--- config.mk ---
export PLATFORM = sky130hd
export DESIGN_NAME = flood_cycle_sequencer_unit
export DESIGN_NICKNAME = d
export VERILOG_FILES = /design/src/design/fcs_pkg.sv /design/src/design/fcs_csr.sv /design/src/design/fcs_step.sv /design/src/design/flood_cycle_sequencer_unit.sv
export SDC_FILE = /design/constraint.sdc
export NUM_CORES = 1
export LEC_CHECK = 0
export BUFFER_PORTS_ARGS = -buffer_cell sky130_fd_sc_hd__clkbuf_2
export CAP_MARGIN = 20
export CELL_PAD_IN_SITES_DETAIL_PLACEMENT = 1
export CELL_PAD_IN_SITES_GLOBAL_PLACEMENT = 2
export CORE_ASPECT_RATIO = 1.5
export CORE_UTILIZATION = 30
export DETAILED_ROUTE_END_ITERATION = 7
export GPL_TIMING_DRIVEN = 0
export PLACE_DENSITY_LB_ADDON = 0.05
export SLEW_MARGIN = 20
export SYNTH_ARGS = -nofsm -noshare
export SYNTH_HDL_FRONTEND = slang
export SYNTH_HIERARCHICAL = 1
export SYNTH_SLANG_ARGS = --single-unit
--- constraint.sdc ---
create_clock -name clock -period 8 [get_ports clock]
set_clock_uncertainty 0.2 [all_clocks]
set_input_delay 1.6 -clock clock [delete_from_list [all_inputs] [get_ports clock]]
set_output_delay 1.6 -clock clock [all_outputs]
set_load 0.02 [all_outputs]
--- src/design/fcs_pkg.sv ---
// Types and constants of the flood cycle sequencer.
package fcs_pkg;

   localparam logic [2:0] PH_IDLE  = 3'd0;
   localparam logic [2:0] PH_FLOOD = 3'd1;
   localparam logic [2:0] PH_WAIT  = 3'd2;
   localparam logic [2:0] PH_FINAL = 3'd3;
   localparam logic [2:0] PH_DRAIN = 3'd4;
   localparam logic [2:0] PH_FAIL  = 3'd5;

   localparam logic [1:0] REG_PUMP_DRIVE      = 2'd0;
   localparam logic [1:0] REG_BOOST_DRIVE     = 2'd1;
   localparam logic [1:0] REG_WAIT_MINUTES    = 2'd2;
   localparam logic [1:0] REG_MIN_START_LEVEL = 2'd3;

   localparam logic [7:0]  RST_PUMP_DRIVE      = 8'd70;
   localparam logic [7:0]  RST_BOOST_DRIVE     = 8'd120;
   localparam logic [10:0] RST_WAIT_MINUTES    = 11'd1;
   localparam logic [7:0]  RST_MIN_START_LEVEL = 8'd128;

   localparam logic [7:0] MARGIN  = 8'h10;
   localparam logic [7:0] SAT_MAX = 8'hff;
   // reciprocals: x/3 = (x*171)>>9, x/5 = (x*205)>>10, exact for 8-bit x
   localparam logic [7:0] RECIP3  = 8'd171;
   localparam logic [7:0] RECIP5  = 8'd205;

   localparam logic [1:0] SPACING_STOP  = 2'd0;
   localparam logic [1:0] SPACING_ONE   = 2'd1;
   localparam logic [1:0] SPACING_THREE = 2'd3;

   typedef struct packed {
      logic [7:0]  pump_drive;
      logic [7:0]  boost_drive;
      logic [10:0] wait_minutes;
      logic [7:0]  min_start_level;
   } cfg_type;

   typedef struct packed {
      logic        kind;
      logic [7:0]  level;
      logic [10:0] minute;
   } item_type;

   typedef struct packed {
      logic [2:0]  phase;
      logic [7:0]  pump;
      logic        error_flag;
      logic [7:0]  start_level;
      logic [7:0]  top_volume;
      logic [7:0]  low_mark;
      logic [7:0]  low_stay;
      logic [7:0]  high_mark;
      logic [7:0]  high_stay;
      logic        siphon_seen;
      logic        wait_done;
      logic        long_delay;
      logic [10:0] wait_start;
   } state_type;

   typedef struct packed {
      logic [2:0] phase;
      logic [7:0] pump_level;
      logic       dry_fault;
      logic [1:0] poll_spacing;
   } result_type;

endpackage

--- src/design/fcs_csr.sv ---
// Configuration registers of the flood cycle sequencer.
module fcs_csr import fcs_pkg::*; (
   input  logic        clock,
   input  logic        reset,
   input  logic        csr_wr_en,
   input  logic [1:0]  csr_index,
   input  logic [10:0] csr_wdata,
   output cfg_type     cfg
);

   cfg_type cfg_ff, cfg_in;

   always_comb begin
      cfg_in = cfg_ff;
      if (csr_wr_en) begin
         case (csr_index)
            REG_PUMP_DRIVE:      cfg_in.pump_drive      = csr_wdata[7:0];
            REG_BOOST_DRIVE:     cfg_in.boost_drive     = csr_wdata[7:0];
            REG_WAIT_MINUTES:    cfg_in.wait_minutes    = csr_wdata;
            REG_MIN_START_LEVEL: cfg_in.min_start_level = csr_wdata[7:0];
            default:             cfg_in = cfg_ff;
         endcase
      end
   end

   always_ff @(posedge clock) begin
      if (reset) begin
         cfg_ff.pump_drive      <= RST_PUMP_DRIVE;
         cfg_ff.boost_drive     <= RST_BOOST_DRIVE;
         cfg_ff.wait_minutes    <= RST_WAIT_MINUTES;
         cfg_ff.min_start_level <= RST_MIN_START_LEVEL;
      end else begin
         cfg_ff <= cfg_in;
      end
   end

   assign cfg = cfg_ff;

endmodule

--- src/design/fcs_step.sv ---
// Next-state and result logic for one item of the flood cycle sequencer.
module fcs_step import fcs_pkg::*; (
   input  cfg_type    cfg,
   input  state_type  st,
   input  item_type   item,
   output state_type  st_next,
   output result_type res
);

   logic [7:0]  lm_n, ls_n, hm_n, hs_n;
   logic [15:0] tv_x3, tv_x5;
   logic [6:0]  tv_div3;
   logic [5:0]  tv_div5;
   logic [11:0] tv_x15;
   logic [7:0]  tv_15_16;
   logic        tv_nz;
   logic        siphon_hit, early_wait, wait_end, final_end, start_low;
   logic        polling;
   logic [1:0]  spacing;

   assign tv_nz    = (st.top_volume != 8'd0);
   assign tv_x3    = {8'd0, st.top_volume} * {8'd0, RECIP3};
   assign tv_x5    = {8'd0, st.top_volume} * {8'd0, RECIP5};
   assign tv_div3  = tv_x3[15:9];
   assign tv_div5  = tv_x5[15:10];
   assign tv_x15   = {st.top_volume, 4'd0} - {4'd0, st.top_volume};
   assign tv_15_16 = tv_x15[11:4];

   // running marks with saturating stay counters
   always_comb begin
      lm_n = st.low_mark;
      ls_n = st.low_stay;
      hm_n = st.high_mark;
      hs_n = st.high_stay;
      if (item.level < st.low_mark) begin
         lm_n = item.level;
         ls_n = 8'd0;
      end else if (st.low_stay < SAT_MAX) begin
         ls_n = st.low_stay + 8'd1;
      end
      if (item.level > st.high_mark) begin
         hm_n = item.level;
         hs_n = 8'd0;
      end else if (st.high_stay < SAT_MAX) begin
         hs_n = st.high_stay + 8'd1;
      end
   end

   assign siphon_hit = (ls_n > 8'd5) &&
      ((tv_nz && ({1'b0, item.level} + {2'b0, tv_div3} < {1'b0, st.start_level})) ||
       ({1'b0, item.level} + {1'b0, MARGIN} < {1'b0, st.start_level}));
   assign early_wait = !st.wait_done && tv_nz &&
      ({1'b0, item.level} + {1'b0, tv_15_16} <= {1'b0, st.start_level});
   assign wait_end   = {1'b0, item.minute} >=
      ({1'b0, st.wait_start} + {1'b0, cfg.wait_minutes});
   assign final_end  = {1'b0, item.level} > ({1'b0, lm_n} + {3'b0, tv_div5});
   assign start_low  = tv_nz ? ({1'b0, item.level} < ({1'b0, st.top_volume} + {1'b0, MARGIN}))
                             : (item.level < cfg.min_start_level);

   always_comb begin
      st_next = st;
      spacing = SPACING_STOP;
      polling = 1'b0;
      if (!item.kind) begin
         if (st.phase == PH_IDLE) begin
            if (start_low) begin
               st_next.phase      = PH_FAIL;
               st_next.error_flag = 1'b1;
            end else begin
               st_next.phase       = PH_FLOOD;
               st_next.start_level = item.level;
               st_next.wait_done   = 1'b0;
               st_next.siphon_seen = 1'b0;
               st_next.long_delay  = 1'b1;
               st_next.low_mark    = item.level;
               st_next.low_stay    = 8'd0;
               st_next.high_mark   = item.level;
               st_next.high_stay   = 8'd0;
               st_next.pump        = cfg.pump_drive;
               spacing             = SPACING_ONE;
            end
         end
      end else begin
         st_next.low_mark  = lm_n;
         st_next.low_stay  = ls_n;
         st_next.high_mark = hm_n;
         st_next.high_stay = hs_n;
         polling = 1'b1;
         case (st.phase)
            PH_FLOOD: begin
               if (siphon_hit) begin
                  st_next.siphon_seen = 1'b1;
                  st_next.top_volume  = st.start_level - lm_n;
                  if (st.wait_done) begin
                     st_next.phase      = PH_FINAL;
                     st_next.low_mark   = item.level;
                     st_next.low_stay   = 8'd0;
                     st_next.long_delay = 1'b1;
                     st_next.pump       = cfg.boost_drive;
                  end else begin
                     st_next.phase      = PH_WAIT;
                     st_next.wait_done  = 1'b1;
                     st_next.pump       = 8'd0;
                     st_next.wait_start = item.minute;
                  end
               end else if (early_wait) begin
                  st_next.phase      = PH_WAIT;
                  st_next.wait_done  = 1'b1;
                  st_next.pump       = 8'd0;
                  st_next.wait_start = item.minute;
               end
            end
            PH_WAIT: begin
               if (wait_end) begin
                  st_next.low_mark   = item.level;
                  st_next.low_stay   = 8'd0;
                  st_next.long_delay = 1'b1;
                  if (st.siphon_seen) begin
                     st_next.phase = PH_FINAL;
                     st_next.pump  = cfg.boost_drive;
                  end else begin
                     st_next.phase = PH_FLOOD;
                     st_next.pump  = cfg.pump_drive;
                  end
               end
            end
            PH_FINAL: begin
               if (final_end) begin
                  st_next.phase     = PH_DRAIN;
                  st_next.high_mark = item.level;
                  st_next.high_stay = 8'd0;
                  st_next.pump      = 8'd0;
               end
            end
            PH_DRAIN: begin
               if (hs_n > 8'd3) begin
                  st_next.phase = PH_IDLE;
                  polling       = 1'b0;
               end
            end
            default: polling = 1'b0;
         endcase
         if (polling) begin
            if (st_next.long_delay) begin
               st_next.long_delay = 1'b0;
               spacing            = SPACING_THREE;
            end else begin
               spacing = SPACING_ONE;
            end
         end
      end
   end

   assign res.phase        = st_next.phase;
   assign res.pump_level   = st_next.pump;
   assign res.dry_fault    = st_next.error_flag;
   assign res.poll_spacing = spacing;

endmodule

--- src/design/flood_cycle_sequencer_unit.sv ---
// Flood cycle sequencer top level: input register, step logic, result register.
// A req transfer reaches rsp_tvalid through the input register, then the result register.
// Throughput: one item per cycle; state advances as an item moves into the result register.
// A stalled result holds the input register; the next item is taken once the result moves.
// Reset (synchronous, active high) empties both registers, clears state, loads csr defaults.
module flood_cycle_sequencer_unit import fcs_pkg::*; (
   input  logic        clock,
   input  logic        reset,
   input  logic        req_tvalid,
   output logic        req_tready,
   input  logic [23:0] req_tdata,   // level[7:0], minute_of_day[18:8], zero[23:19]
   input  logic        req_tuser,   // kind
   output logic        rsp_tvalid,
   input  logic        rsp_tready,
   output logic [15:0] rsp_tdata,   // phase[2:0], pump_level[10:3], dry_fault[11],
                                    // poll_spacing[13:12], zero[15:14]
   input  logic        csr_wr_en,
   input  logic [1:0]  csr_index,
   input  logic [10:0] csr_wdata
);

   cfg_type    cfg;
   item_type   item_ff, item_in;
   logic       item_vld_ff, item_vld_in;
   state_type  state_ff, state_next;
   result_type res_ff, res_in;
   logic       rsp_vld_ff, rsp_vld_in;
   logic       advance;

   fcs_csr u_csr (
      .clock     (clock),
      .reset     (reset),
      .csr_wr_en (csr_wr_en),
      .csr_index (csr_index),
      .csr_wdata (csr_wdata),
      .cfg       (cfg)
   );

   fcs_step u_step (
      .cfg     (cfg),
      .st      (state_ff),
      .item    (item_ff),
      .st_next (state_next),
      .res     (res_in)
   );

   assign advance    = item_vld_ff && (!rsp_vld_ff || rsp_tready);
   assign req_tready = !item_vld_ff || advance;

   always_comb begin
      item_in     = item_ff;
      item_vld_in = item_vld_ff && !advance;
      if (req_tvalid && req_tready) begin
         item_in.kind   = req_tuser;
         item_in.level  = req_tdata[7:0];
         item_in.minute = req_tdata[18:8];
         item_vld_in    = 1'b1;
      end
      rsp_vld_in = advance || (rsp_vld_ff && !rsp_tready);
   end

   always_ff @(posedge clock) begin
      if (reset) begin
         item_vld_ff <= 1'b0;
         rsp_vld_ff  <= 1'b0;
         state_ff    <= '0;
      end else begin
         item_vld_ff <= item_vld_in;
         rsp_vld_ff  <= rsp_vld_in;
         if (advance) state_ff <= state_next;
      end
   end

   always_ff @(posedge clock) begin
      item_ff <= item_in;
      if (advance) res_ff <= res_in;
   end

   assign rsp_tvalid = rsp_vld_ff;
   assign rsp_tdata  = {2'b00, res_ff.poll_spacing, res_ff.dry_fault,
                        res_ff.pump_level, res_ff.phase};

endmodule

== Yosys cells after proc, flatten, opt, wreduce, memory -nomap -nowiden ==
Cells that the tools add are included.
Word-level totals
  bits of input ports: 43
  word-level logic and storage cells: 152
  flip-flop bits (word level): 145
  output and inout bits: 18
Operators by class
  bitwise operators: 2
  muxes and demuxes: 54
  multiply operators: 2
  reduce and logical (&&, ||, !) cells: 33
  order comparisons: 13
  add/subtract/negate cells: 10
  eq/ne operators: 12
Operator list (count)
  two-way mux 35 bit: 3
  two-way mux 11 bit: 8
  two-way mux 16 bit: 5
  two-way mux 8 bit: 8
  multiplier 8 x 8 -> 16 bit (second input constant): 2
  case mux 16 bit (2 select lines): 1
  case mux 8 bit (3 select lines): 1
  two-way mux 20 bit: 1
  adder 8 x 5 -> 9 bit (second input constant): 2
  less-than comparator 9 x 8 -> 1 bit: 2
  two-way mux 9 bit: 2
  adder 8 x 1 -> 8 bit (second input constant): 2
  less-than comparator 8 bit: 2
  less-than comparator 8 bit (second input constant): 2
  AND reduction 5 bit: 3
  two-way mux 1 bit: 14
  adder 11 x 11 -> 12 bit: 1
  greater-or-equal comparator 11 x 12 -> 1 bit: 1
  case mux 3 bit (4 select lines): 1
  subtractor 12 x 8 -> 12 bit: 1
  two-way mux 10 bit: 1
  two-way mux 2 bit: 5
  adder 8 x 6 -> 9 bit: 1
  adder 8 x 7 -> 9 bit: 1
  30 further kinds: 56

== Depth between registers and ports, before layout ==
  depth after elaboration: 12
  gate-level depth with buffers: 35
  depth with buffers taken out: 34

== Cells and area by module ==
The synthesis kept the hierarchy.
Modules (own cells, without submodules)
  fcs_step: sequential area each 0.0 µm², area an instance 7709.9 µm², instances 1, cells each 978
  flood_cycle_sequencer_unit: sequential area each 2542.4 µm², area an instance 4450.5 µm², instances 1, cells each 368
  fcs_csr: sequential area each 700.7 µm², area an instance 1432.6 µm², instances 1, cells each 138

== Least setup slack after synthesis ==
Ideal clock, no wire load.
  path kind: register to register
  from: register state_ff[52] in the netlist's numbering
  to: register state_ff[29] in the netlist's numbering
  setup time: 0.121 ns
  path buffers: 1
  data arrival time: 6.765 ns
  clock period less this slack: 7.086 ns
  cell stages (with the launch flop): 34
  data required time: 7.679 ns
  path slack: 0.914 ns
  cell sequence: dfxtp_1 -> inv_1 -> ha_1 -> inv_1 -> fa_1 -> inv_1 -> fa_1 -> inv_1 -> fa_1 -> inv_1 -> ha_1 -> nand3_1 -> nand2_1 -> a41o_1 -> o41ai_1 -> o21bai_1 -> xor2_1 -> ha_1 -> o21a_1 -> o31a_1 -> o21ai_0 -> nand2b_1 -> xor2_1 -> ha_1 -> nand2_1 -> or3_1 -> o21ai_1 -> a211oi_2 -> a211oi_2 -> or2_1 -> buf_2 -> mux2_1 -> nand2b_1 -> mux2i_1
RTL lines
  from (decl): RTL line flood_cycle_sequencer_unit.sv:25  | state_type state_ff, state_next;
  from (signal assigned): RTL line flood_cycle_sequencer_unit.sv:70  | if (advance) state_ff <= state_next;

== Worst setup path after layout ==
  from: register state_ff[47] in the netlist's numbering
  to: register state_ff[8] in the netlist's numbering
Between the ends
  longest elaborated chain between the ends: 8
  elaborated cells on any way between the ends: 16
Ends and longest elaborated chain
  multiplier 8 x 8 -> 16 bit: RTL line fcs_step.sv:22  | assign tv_x3 = {8'd0, st.top_volume} * {8'd0, RECIP3};
  adder 8 x 7 -> 9 bit: RTL line fcs_step.sv:50  | ((tv_nz && ({1'b0, item.level} + {2'b0, tv_div3} < {1'b0, st.start_level})) ||
  less-than comparator 9 x 8 -> 1 bit: RTL line fcs_step.sv:50
  logical AND 1 bit: RTL line fcs_step.sv:50
  logical OR 1 bit: RTL line fcs_step.sv:50
  logical AND 1 bit: RTL line fcs_step.sv:49  | assign siphon_hit = (ls_n > 8'd5) &&
  inequality test 2 bit (no source line) or nonzero test 2 bit (tied branches)
  AND reduction 5 bit (no source line)
Parallel ways exist; a longest one is shown, timed or not.
A chain may end at the register's enable or synchronous reset.

==> flow_metrics.py <==
metrics = {
    "final_layout": {
        "layout_common_cells": "ha_1 (200), nand2b_1 (191), inv_1 (140), mux2i_1 (130), dfxtp_1 (103)",
        "antenna_cells": 0,
        "num-nets-final": 1837,
        "layout_commonest_cell": "ha_1",
        "area_delta_synth_final_pct": 13.3,
        "drive_above_1_share_pct": 12.9,
        "finalNonFillerCells": 2159,
        "fillers": 5196,
        "fin_util_pct": 34.4,
        "final_area_sq_mm": 0.0154,
    },
    "pwr": {
        "p_seq_share_pct": 40.0,
        "powerDensity_mw_per_mm2": 131,
        "p_int_mw": 1.42,
        "power_leakage_nw": 6.87,
        "p_sw_share_pct": 30.0,
        "switching_power_mw": 0.608,
        "clockPowerShare_pct": 40.5,
        "power_mw": 2.02,
        "ir_worst_vdd_mv": 0.101,
        "combPwrFrac_pct": 19.5,
    },
    "logic_synthesis": {
        "synth-xor-area-share_pct": 3.74,
        "ys_seq_area_share_pct": 23.9,
        "synthArstFlopShare_pct": 0,
        "synth_top_family_by_area": "adder cells",
        "ys_ff_latch": 145,
        "yosysTopAreaCell": "ha_1",
        "synth_mux_area_share_pct": 11.6,
        "synth.avg_cell_area_sq_um": 9.16,
        "ys_warn_count": 6,
        "yosys-top-cells-area": "ha_1 (19%), dfxtp_1 (16%), mux2i_1 (9.6%), nand2b_1 (8.8%), edfxtp_1 (7.5%)",
        "synth-simple-area-share_pct": 17.5,
        "synthesis.area_sq_mm": 0.0136,
        "synth_fa_ha_area_share_pct": 22.7,
        "synth.distinct_cells": 84,
        "synth_compound_area_share_pct": 13.0,
        "yosysTopAreaCellShare_pct": 18.6,
        "synth_ff_type": "dfxtp_1",
        "netlist_instances": 1484,
        "synth_edf_count": 34,
    },
    "route": {
        "firstDrtPassIters": 4,
        "totalWireLength_um": 46000,
        "num_vias": 10757,
        "postRouteAntennaNets": 0,
        "detail_route.iter0.violations": 307,
        "detail_route.wl_per_cell_um": 21.3,
        "avgViaCountPerCell": 4.98,
        "drc_errors": 0,
    },
    "sta": {
        "min_period_ns": 7.58,
        "fmax_ghz": 0.132,
        "fin_crit_sh_pct": 94.8,
        "worst_slew_pin_slew_ns": 0.959,
        "maxSlewHeadroom_pct": 35.6,
        "hold_violations": 0,
        "finalSetupTns_ns": 0,
        "setup_viol": 0,
        "whs_ns": 0.275,
        "setup_slack_ns": 0.418,
        "drv_slew": 0,
    },
    "worst_setup_path": {
        "startpoint": "state_ff[47]",
        "critical_path.max_stage_delay_ns": 0.54,
        "start_kind": "register",
        "cp.required_ns": 8.14,
        "timing.rr.end": "state_ff[8]",
        "worst_setup_path_end_kind": "register",
        "critPathMaxFanout": 10,
        "cp_slowest_cell": "fa_1",
        "timing.rr.start": "state_ff[47]",
        "crit_family": "adder cells",
        "reg2reg_slack_ns": 0.42,
        "path_common_cell": "ha_1",
        "crit_buf_inv": 5,
        "crit_type": "reg2reg",
        "r2r_cells": 33,
        "arrival_ns": 7.72,
        "crit_end": "state_ff[8]",
        "worst-path-stages": 33,
    },
    "global_route": {
        "grtUsageTotal_pct": 20.7,
        "grt_pass1_vias": 11792,
        "antenna_found_initial": 0,
        "grt_pass1_wl_um": 70500,
        "grt_overflow_total": 0,
        "grt_max_degree": 24,
    },
    "placed_design": {
        "gp_congestion": 0.786,
        "dp.cells": 2119,
        "io_buffers": 52,
        "dp_slack_ns": -1.25,
        "placed_cell_area_sq_mm": 0.0146,
        "dp_hpwl_um": 36900,
    },
    "cts": {
        "hold_buffers": 0,
        "h-tree-depth": 4,
        "cts_tree": "built",
        "numCtsBuffers": 17,
        "insertion_delay_ns": 0.45,
        "clk_pin_slew_worst_paths_ns": 0.07,
        "root_buffer": "clkbuf_16",
        "cts_num_sinks": 145,
        "cts.path.max_buffers": 2,
    },
    "die": {
        "ios": 61,
        "core_area_sq_mm": 0.0448,
        "die_y_um": 263,
        "rows": 95,
        "die_w_um": 176,
        "die_area_sq_mm": 0.0462,
        "start_util_pct": 30.3,
    },
    "hold_path": {
        "hold_class": "reg2reg",
    },
    "outcome": {
        "outcome": "finished, final reports clean",
    },
    "run": {
        "drv_cap": 0,
    },
}
metal layers:
| layer | vias up | GRT usage [%] | wire, um |
|---|---|---|---|
| met5 | - | 0 | 0 |
| met4 | 0 | 9.10 | 1660 |
| met3 | 62 | 2.04 | 774 |
| met2 | 115 | 41.9 | 26500 |
| met1 | 5276 | 20.5 | 17100 |
| li1 | 5304 | - | - |
how the worst min path moves through the flow:
stage                   from            end  slack (ns)  depth (start not counted)
3_3_place_gp    state_ff[73]   state_ff[73]        0.26                          2
4_1_cts         state_ff[34]   state_ff[34]        0.28                          2
3_5_place_dp    state_ff[34]   state_ff[34]        0.27                          2
6_report        state_ff[33]   state_ff[33]        0.27                          2
2_1_floorplan   state_ff[73]   state_ff[73]        0.25                          2
5_1_grt        u_csr/cfg[14]  u_csr/cfg[14]        0.31                          2
power by group through the flow:
stage | Combinational (mW) | Sequential (mW) | Clock (mW)
final | 0.395 | 0.808 | 0.820
after global routing | 0.438 | 0.812 | 0.869
after CTS | 0.399 | 0.810 | 0.848
after detailed placement | 0.394 | 0.829 | 0
after global placement | 0.386 | 0.829 | 0
after floorplan | 0.269 | 0.814 | 0
worst min-delay path, cell delays in order (launching register included):
cell and delay [ns]:
dfxtp_1 0.31, nand2b_1 0.06, mux2i_1 0.06
registers in the layout (all words and copies together) (netlist names):
register     flops
rsp_tdata       14
item_vld_ff      1
state_ff        74
rsp_tvalid       1
u_csr/cfg       35
item_ff         20
cell usage after synthesis, drive strengths merged (11+ instances only):
cell    count
a21o       30
nor2       75
nand3      37
ha        202
a31oi      11
nor2b      21
and3       12
nor3       17
a221oi     13
edfxtp     34
fa         28
o21a       11
inv       142
mux2       21
nand2b    191
o21ai      49
xnor2      41
dfxtp     111
mux2i     130
clkbuf     28
o21bai     12
nand2      44
xor2       17
a21oi      65
buf        46
layout make-up:
class                      count  area [sq um]  area share, %
multi-input combinational   1124          9470           61.5
sequential                   145          3270           21.2
tap                          582           728           4.73
inverter                     142           537           3.48
clock buffer                  24           504           3.27
buffer                        73           490           3.18
timing repair buffer          61           328           2.13
clock inverter                 8          75.1          0.487
cell families (layout without fill, tap and decap cells):
logic type,after synthesis,in the layout
other,1,2
adder cells (fa/ha/maj),230,230
multiplexers,151,151
flip-flops,145,145
XOR/XNOR,58,58
AND/OR/NAND/NOR,427,427
buffers and inverters,216,308
AO/OA/AOI/OAI,256,256
what timing repair did:
action / in CTS / in global routing
cloned: 0 / 0
setup endpoints to repair: 75 / 52
gates resized for setup: 24 / 20
pin swaps: 5 / 4
setup buffers: 7 / 2
No activity file was read; power rests on OpenSTA's default activity.
